==> src/design/cartesian_to_polar_range_rate_core_defines.svh <==
// Assertion macros for the cartesian to polar range rate core.
`ifndef CARTESIAN_TO_POLAR_RANGE_RATE_CORE_DEFINES_SVH
`define CARTESIAN_TO_POLAR_RANGE_RATE_CORE_DEFINES_SVH

// Property that holds whenever the condition is met, outside reset.
`define C2P_ASSERT_IMPL(lbl, ante, cons, msg) \
  lbl: assert property (@(posedge clk_i) disable iff (!rst_ni) (ante) |-> (cons)) \
    else $error(msg);

// Property that holds in the cycle after the condition, outside reset.
`define C2P_ASSERT_NEXT(lbl, ante, cons, msg) \
  lbl: assert property (@(posedge clk_i) disable iff (!rst_ni) (ante) |=> (cons)) \
    else $error(msg);

`endif

==> src/design/c2p_pkg.sv <==
// ----------------------------------------------------------------------------
// c2p_pkg
// Shared constants and the arctangent table of the cartesian to polar core.
// ----------------------------------------------------------------------------
package c2p_pkg;

  localparam int CORDIC_STAGES = 24;
  localparam int SQRT_LAT      = 32;
  localparam int DIV_LAT       = 33;
  localparam int CORDIC_LAT    = CORDIC_STAGES + 2;
  localparam int BEAR_DELAY    = SQRT_LAT + 1 + DIV_LAT - CORDIC_LAT;
  localparam int TOTAL_LAT     = SQRT_LAT + 1 + DIV_LAT;

  localparam logic signed [33:0] HALF_PI_Q30 = 34'sd1686629713;
  localparam logic signed [33:0] PI_Q29      = 34'sd1686629713;

  // atan(2^-i) in Q2.30, truncated.
  function automatic logic signed [33:0] atan_q30(input int i);
    logic signed [33:0] v;
    case (i)
      0:  v = 34'sd843314856;
      1:  v = 34'sd497837829;
      2:  v = 34'sd263043836;
      3:  v = 34'sd133525158;
      4:  v = 34'sd67021686;
      5:  v = 34'sd33543515;
      6:  v = 34'sd16775850;
      7:  v = 34'sd8388437;
      8:  v = 34'sd4194282;
      9:  v = 34'sd2097149;
      10: v = 34'sd1048575;
      11: v = 34'sd524287;
      12: v = 34'sd262143;
      13: v = 34'sd131071;
      14: v = 34'sd65535;
      15: v = 34'sd32767;
      16: v = 34'sd16383;
      17: v = 34'sd8191;
      18: v = 34'sd4095;
      19: v = 34'sd2047;
      20: v = 34'sd1023;
      21: v = 34'sd511;
      22: v = 34'sd255;
      23: v = 34'sd127;
      24: v = 34'sd63;
      25: v = 34'sd31;
      26: v = 34'sd15;
      27: v = 34'sd7;
      28: v = 34'sd3;
      29: v = 34'sd1;
      default: v = 34'sd0;
    endcase
    return v;
  endfunction

endpackage

==> src/design/c2p_isqrt.sv <==
// ----------------------------------------------------------------------------
// c2p_isqrt
// Pipelined square root of a 64-bit value, one result bit per stage.
// ----------------------------------------------------------------------------
module c2p_isqrt (
  input  logic        clk_i,
  input  logic        en_i,
  input  logic [63:0] sum_i,
  output logic [31:0] root_o,
  output logic        inexact_o
);

  localparam int N = c2p_pkg::SQRT_LAT;

  logic [35:0] rem_q  [N];
  logic [31:0] root_q [N];
  logic [63:0] s_q    [N];

  for (genvar k = 0; k < N; k++) begin : g_stage
    logic [35:0] rem_in, cand, trial;
    logic [31:0] root_in;
    logic [63:0] s_in;

    if (k == 0) begin : g_first
      assign rem_in  = '0;
      assign root_in = '0;
      assign s_in    = sum_i;
    end else begin : g_next
      assign rem_in  = rem_q[k-1];
      assign root_in = root_q[k-1];
      assign s_in    = s_q[k-1];
    end

    assign cand  = {rem_in[33:0], s_in[63:62]};
    assign trial = {2'b00, root_in, 2'b01};

    always_ff @(posedge clk_i) begin
      if (en_i) begin
        s_q[k] <= {s_in[61:0], 2'b00};
        if (cand >= trial) begin
          rem_q[k]  <= cand - trial;
          root_q[k] <= {root_in[30:0], 1'b1};
        end else begin
          rem_q[k]  <= cand;
          root_q[k] <= {root_in[30:0], 1'b0};
        end
      end
    end
  end

  assign root_o    = root_q[N-1];
  assign inexact_o = |rem_q[N-1];

endmodule

==> config.mk <==
export PLATFORM = sky130hd
export DESIGN_NAME = c2p_isqrt
export DESIGN_NICKNAME = d
export VERILOG_FILES = /design/src/design/cartesian_to_polar_range_rate_core_defines.svh /design/src/design/c2p_pkg.sv /design/src/design/c2p_isqrt.sv
export SDC_FILE = /design/constraint.sdc
export NUM_CORES = 2
export LEC_CHECK = 0
export BUFFER_PORTS_ARGS = -buffer_cell sky130_fd_sc_hd__clkbuf_2
export CORE_UTILIZATION = 60
export CTS_CLUSTER_DIAMETER = 30
export DETAILED_ROUTE_END_ITERATION = 16
export GPL_TIMING_DRIVEN = 0
export HOLD_SLACK_MARGIN = 0.06
export PLACE_DENSITY = 0.86
export SLEW_MARGIN = 5
export SYNTH_ARGS = -nofsm -noshare
export SYNTH_HDL_FRONTEND = slang
export SYNTH_MEMORY_MAX_BITS = 65536
export SYNTH_SLANG_ARGS = --single-unit
export TNS_END_PERCENT = 30
==> constraint.sdc <==
create_clock -name clk_i -period 7.8 [get_ports clk_i]
set_input_delay 1.17 -clock clk_i [delete_from_list [all_inputs] [get_ports clk_i]]
set_output_delay 1.17 -clock clk_i [all_outputs]
set_load 0.02 [all_outputs]
==> results <==
- For the worst setup path, the data required time is 8530 ps.
- The number of non-filler instances in the completed layout is 12.9k.
- The count of final hold-check violations is 0.
- The post-layout minimum cycle time is 5500 ps.
- The cell count of the worst hold path is 1.
- The design area is 140000 µm².
- Clock tree synthesis selected as its root buffer the cell sky130_fd_sc_hd__clkbuf_16.
- Counting flops with an async set or reset pin after synthesis yields a share of 0%.
- Clock latency on the worst-skew pair, taken at its later pin, is 1000 ps.
- The max-cap check violation count is 0.
- On the final layout, the worst hold slack is 350 ps.
- The number of nets with antenna violations after detailed routing is 0.
- For hold timing, the worst endpoint is s_q[0][18]$_DFFE_PP_.
- The initialized floorplan defines 163 standard-cell rows.
- After clock tree synthesis, the clock-pin slew on the worst setup and hold paths is 50 ps.
- The total overflow left after global routing is 0.
- After routing, the total negative slack on setup checks comes to 0 ps.
- STA classifies the critical path endpoint as a flip-flop.
- The largest net degree at the start of global routing is 124.
- The reg2reg setup slack is 2870 ps.
- The final period utilization is 70.5%.
- The highest clock frequency the design can meet is 182 MHz.
- The number of enable-type register cells in the synthesized netlist is 2558.
- The first global-routing pass estimated 413000 µm of wire.
- The power per unit of standard cell area is 340 nW/µm².
- The ratio of cells with drive above 1 in the final layout is 10.8%.
- For the final database, setup skew stands at 76.4 ps.
- The number of nets at the end of the flow is 10.6k.
- The post-placement cell area is 124000 µm².
- In this run the horizontal extent of the chip is 449 µm.
- After detailed routing, the number of remaining DRC violations is 0.
- The floorplan die area is 201000 µm².
- The mean number of vias per cell is 5.87.
- The initial antenna violation count is 6.
- The post-synth net total is 9972.
- Setup repair after global routing left no endpoint under its margin.
- The number of placed instances, taps included is 12.1k.
- The top-level I/O count is 99.
- The clock tree synthesis step divided the H-tree into 5 levels.
- The area growth from synthesis to layout is 17.1%.
- The run finished with clean final reports.
- TritonCTS built the clock tree.
- The vertical die dimension is 449 µm.
- The analysis attributes to cell leakage a power of 54.4 nW.
- The worst-case IR drop observed on VDD is 0.287 mV.
- The critical path in this run is classified as primary input to flip-flop.
- The deepest clock path buffer count is 4.
- In this run, post-CTS repair resized a total of 0 instances.
- After clock tree synthesis, the flow added hold-fix buffers numbering 0.
- In this run the worst hold path is classified as primary input to flip-flop.
- The startpoint identified for the worst hold timing path is sum_i[18].
- During synthesis, Yosys emitted a total of 0 warnings.
- At the end of the flow the core is filled with cells to 70.8%.
- The count of endpoints failing setup in the final report is 0.
- The post-CTS repair timing setup buffer count is 0.
- The startpoint of the worst-slack reg-to-reg timing path is s_q[1][371]$_DFFE_PP_.
- The pre-antenna-repair detailed-routing pass consisted of 9 iterations.
- The fill cell total of the finished layout is 13.0k.
- The count of final max-slew check failures is 0.
- STA puts the critical path data arrival time at 6230 ps.
- The gate count of the mapped netlist is 9341.
- The total global-route track usage is 26.0%.
- The average cell area after synthesis is 12.8 µm².
- The total wire length is 265000 µm.
- The starting density of the core is 60.5%.
- The count of port buffers added during placement is 98.
- In this run, the number of DRC markers left after iteration 0 of detailed routing was 6626.
- The wire length per cell is 20.4 µm.
- The vias after detailed routing is 76.1k.
- The cell depth of the worst flop-to-flop path is 13.
- The sink count of the clock tree is 2559.
- The share of the yosys chip area belonging to registers is 64.2%.
- In this run the worst path has a maximum fanout of 100.
- The kind of start point of the critical path is a primary input.
- The congestion estimate from routability-driven global placement came to 0.940.
- The total area inside the core boundary comes to 198000 µm².
- In this run, CTS created clock tree buffers numbering 453.
- The count of distinct cell types in the synthesized netlist is 88.
- The total of flip-flops plus latches after synthesis is 2559.
- After synthesis the cells add up to 120000 µm².
- The tightest slew margin relative to the limit is 6.86%.
- The dominant register cell in the synthesized netlist is sky130_fd_sc_hd__edfxtp_1.
- The endpoint identified for the worst register-to-register timing path is rem_q[1][245]$_DFFE_PP_.
- The worst-margin pin slew is 1390 ps.
- The via count of the first global-routing pass is 76.3k.
- The HPWL after detailed placement is 184000 µm.
-- report_power, final --
group          internal (W)  leakage, nW  total, W  switching, W
sequential           0.0176         24.7    0.0189       0.00132
clock                0.0131         7.61    0.0201       0.00703
combinational       0.00357         22.1   0.00865       0.00508
-- sequential cells by signal (all words and copies together) (netlist names) --
signal	flops
rem_q	1039
root_q	528
s_q	992
-- metal layers --
layer / vias to the layer above / GRT usage (%) / wire [µm]
li1: 35900 / - / -
met4: 2 / 11.2 / 11300
met2: 2660 / 45.8 / 134000
met1: 36800 / 31.8 / 105000
met5: - / 0 / 13
met3: 739 / 3.85 / 14100
-- critical path: stages --
cell	delay (ps)
sky130_fd_sc_hd__clkbuf_8	510
sky130_fd_sc_hd__buf_16	460
sky130_fd_sc_hd__clkbuf_2	630
sky130_fd_sc_hd__buf_2	700
sky130_fd_sc_hd__nor4b_1	800
sky130_fd_sc_hd__nand3_1	150
sky130_fd_sc_hd__a211oi_1	790
sky130_fd_sc_hd__clkbuf_1	520
sky130_fd_sc_hd__mux2_2	410
-- cell type report --
type	count	area, µm²	share of cell area [%]
Buffer	201	816	0.582
Multi-Input combinational cell	5844	39400	28.1
Clock inverter	357	4270	3.04
Antenna cell	2	5.00	0.00357
Timing Repair Buffer	131	1250	0.892
Tap cell	2640	3300	2.36
Clock buffer	477	11500	8.23
Inverter	737	2770	1.97
Sequential cell	2559	76800	54.8
-- cell families (layout without fill, tap and decap cells) --
| kind of cell | Yosys count | count (layout) | share of synthesized area, % |
|---|---|---|---|
| AO/OA/AOI/OAI | 1907 | 1907 | 9.86 |
| XOR/XNOR | 858 | 858 | 6.28 |
| adder cells (fa/ha/maj) | 565 | 565 | 5.91 |
| buffers and inverters | 938 | 1903 | 2.95 |
| flip-flops | 2559 | 2559 | 64.2 |
| multiplexers | 75 | 75 | 0.697 |
| other | 0 | 2 | 0 |
| AND/OR/NAND/NOR | 2439 | 2439 | 10.1 |
-- synthesized netlist by cell type, types with 9 or more instances --
master	instances	area, µm²
sky130_fd_sc_hd__a2111oi_0	22	193
sky130_fd_sc_hd__a211o_1	16	140
sky130_fd_sc_hd__a211oi_1	52	390
sky130_fd_sc_hd__a21boi_0	25	188
sky130_fd_sc_hd__a21o_1	258	1940
sky130_fd_sc_hd__a21oi_1	537	2690
sky130_fd_sc_hd__a221oi_1	12	105
sky130_fd_sc_hd__a31oi_1	42	263
sky130_fd_sc_hd__a41oi_1	12	105
sky130_fd_sc_hd__and2_1	35	219
sky130_fd_sc_hd__and3_1	47	294
sky130_fd_sc_hd__and4_1	15	131
sky130_fd_sc_hd__buf_1	9	33.8
sky130_fd_sc_hd__clkbuf_1	188	706
sky130_fd_sc_hd__edfxtp_1	2558	76800
sky130_fd_sc_hd__ha_1	565	7070
sky130_fd_sc_hd__inv_1	734	2760
sky130_fd_sc_hd__mux2_2	67	754
sky130_fd_sc_hd__nand2_1	681	2560
sky130_fd_sc_hd__nand2b_1	132	826
sky130_fd_sc_hd__nand3_1	142	711
sky130_fd_sc_hd__nand3b_1	21	158
sky130_fd_sc_hd__nand4_1	98	613
sky130_fd_sc_hd__nand4b_1	12	105
sky130_fd_sc_hd__nor2_1	528	1980
sky130_fd_sc_hd__nor2b_1	82	513
sky130_fd_sc_hd__nor3_1	235	1180
sky130_fd_sc_hd__nor3b_1	17	128
sky130_fd_sc_hd__nor4_1	134	838
sky130_fd_sc_hd__nor4b_1	23	201
sky130_fd_sc_hd__o211ai_1	19	143
sky130_fd_sc_hd__o21a_1	128	961
sky130_fd_sc_hd__o21ai_0	549	2750
sky130_fd_sc_hd__o21bai_1	72	541
sky130_fd_sc_hd__o31a_1	12	105
sky130_fd_sc_hd__o31ai_1	39	293
sky130_fd_sc_hd__o41ai_1	16	140
sky130_fd_sc_hd__or2_2	56	350
sky130_fd_sc_hd__or3_1	100	626
sky130_fd_sc_hd__or4_1	50	375
sky130_fd_sc_hd__xnor2_1	424	3710
sky130_fd_sc_hd__xor2_1	434	3800
-- cell usage in the layout (no fill, tap or decap), types with 22 or more instances in the layout --
| cell | netlist | layout |
|---|---|---|
| sky130_fd_sc_hd__nand3_1 | 142 | 142 |
| sky130_fd_sc_hd__nor4_1 | 134 | 134 |
| sky130_fd_sc_hd__clkinv_4 | 0 | 62 |
| sky130_fd_sc_hd__xor2_1 | 434 | 434 |
| sky130_fd_sc_hd__o31ai_1 | 39 | 39 |
| sky130_fd_sc_hd__inv_1 | 734 | 734 |
| sky130_fd_sc_hd__xnor2_1 | 424 | 424 |
| sky130_fd_sc_hd__clkbuf_16 | 0 | 458 |
| sky130_fd_sc_hd__nor2b_1 | 82 | 82 |
| sky130_fd_sc_hd__inv_6 | 0 | 75 |
| sky130_fd_sc_hd__and3_1 | 47 | 47 |
| sky130_fd_sc_hd__nand2_1 | 681 | 681 |
| sky130_fd_sc_hd__clkbuf_1 | 188 | 173 |
| sky130_fd_sc_hd__o21a_1 | 128 | 128 |
| sky130_fd_sc_hd__or4_1 | 50 | 50 |
| sky130_fd_sc_hd__or2_2 | 56 | 56 |
| sky130_fd_sc_hd__a2111oi_0 | 22 | 22 |
| sky130_fd_sc_hd__a21boi_0 | 25 | 25 |
| sky130_fd_sc_hd__o21bai_1 | 72 | 72 |
| sky130_fd_sc_hd__o21ai_0 | 549 | 549 |
| sky130_fd_sc_hd__nand4_1 | 98 | 98 |
| sky130_fd_sc_hd__or3_1 | 100 | 100 |
| sky130_fd_sc_hd__a31oi_1 | 42 | 42 |
| sky130_fd_sc_hd__clkbuf_2 | 0 | 126 |
| sky130_fd_sc_hd__and2_1 | 35 | 35 |
| sky130_fd_sc_hd__nor4b_1 | 23 | 23 |
| sky130_fd_sc_hd__nand2b_1 | 132 | 132 |
| sky130_fd_sc_hd__bufinv_16 | 0 | 66 |
| sky130_fd_sc_hd__a21oi_1 | 537 | 537 |
| sky130_fd_sc_hd__nor3_1 | 235 | 235 |
| sky130_fd_sc_hd__clkinvlp_4 | 0 | 49 |
| sky130_fd_sc_hd__a21o_1 | 258 | 258 |
| sky130_fd_sc_hd__clkinv_1 | 1 | 33 |
| sky130_fd_sc_hd__clkinv_2 | 0 | 50 |
| sky130_fd_sc_hd__mux2_2 | 67 | 67 |
| sky130_fd_sc_hd__edfxtp_1 | 2558 | 2558 |
| sky130_fd_sc_hd__ha_1 | 565 | 565 |
| sky130_fd_sc_hd__nor2_1 | 528 | 528 |
| sky130_fd_sc_hd__a211oi_1 | 52 | 52 |
-- how the worst max path moves through the flow --
stage	start	end	slack, ps	depth (start not counted)
finish	en_i	rem_q[1][302]$_DFFE_PP_	2300	9
floorplan	en_i	rem_q[1][360]$_DFFE_PP_	3490	5
global route	en_i	rem_q[1][304]$_DFFE_PP_	1900	9
detailed placement	en_i	rem_q[0][1]$_DFFE_PP_	1120	12
global placement	en_i	rem_q[1][7]$_DFFE_PP_	-17380	6
CTS	en_i	rem_q[0][1]$_DFFE_PP_	2190	12
-- through the flow --
step	power, W	setup slack, ps
detailed placement	0.0276	1120
global route	0.0496	1900
finish	0.0476	2300
CTS	0.0478	2190
floorplan	0.0249	3490
global placement	0.0275	-17380
Note: power is estimated with default switching activity, not from simulation.
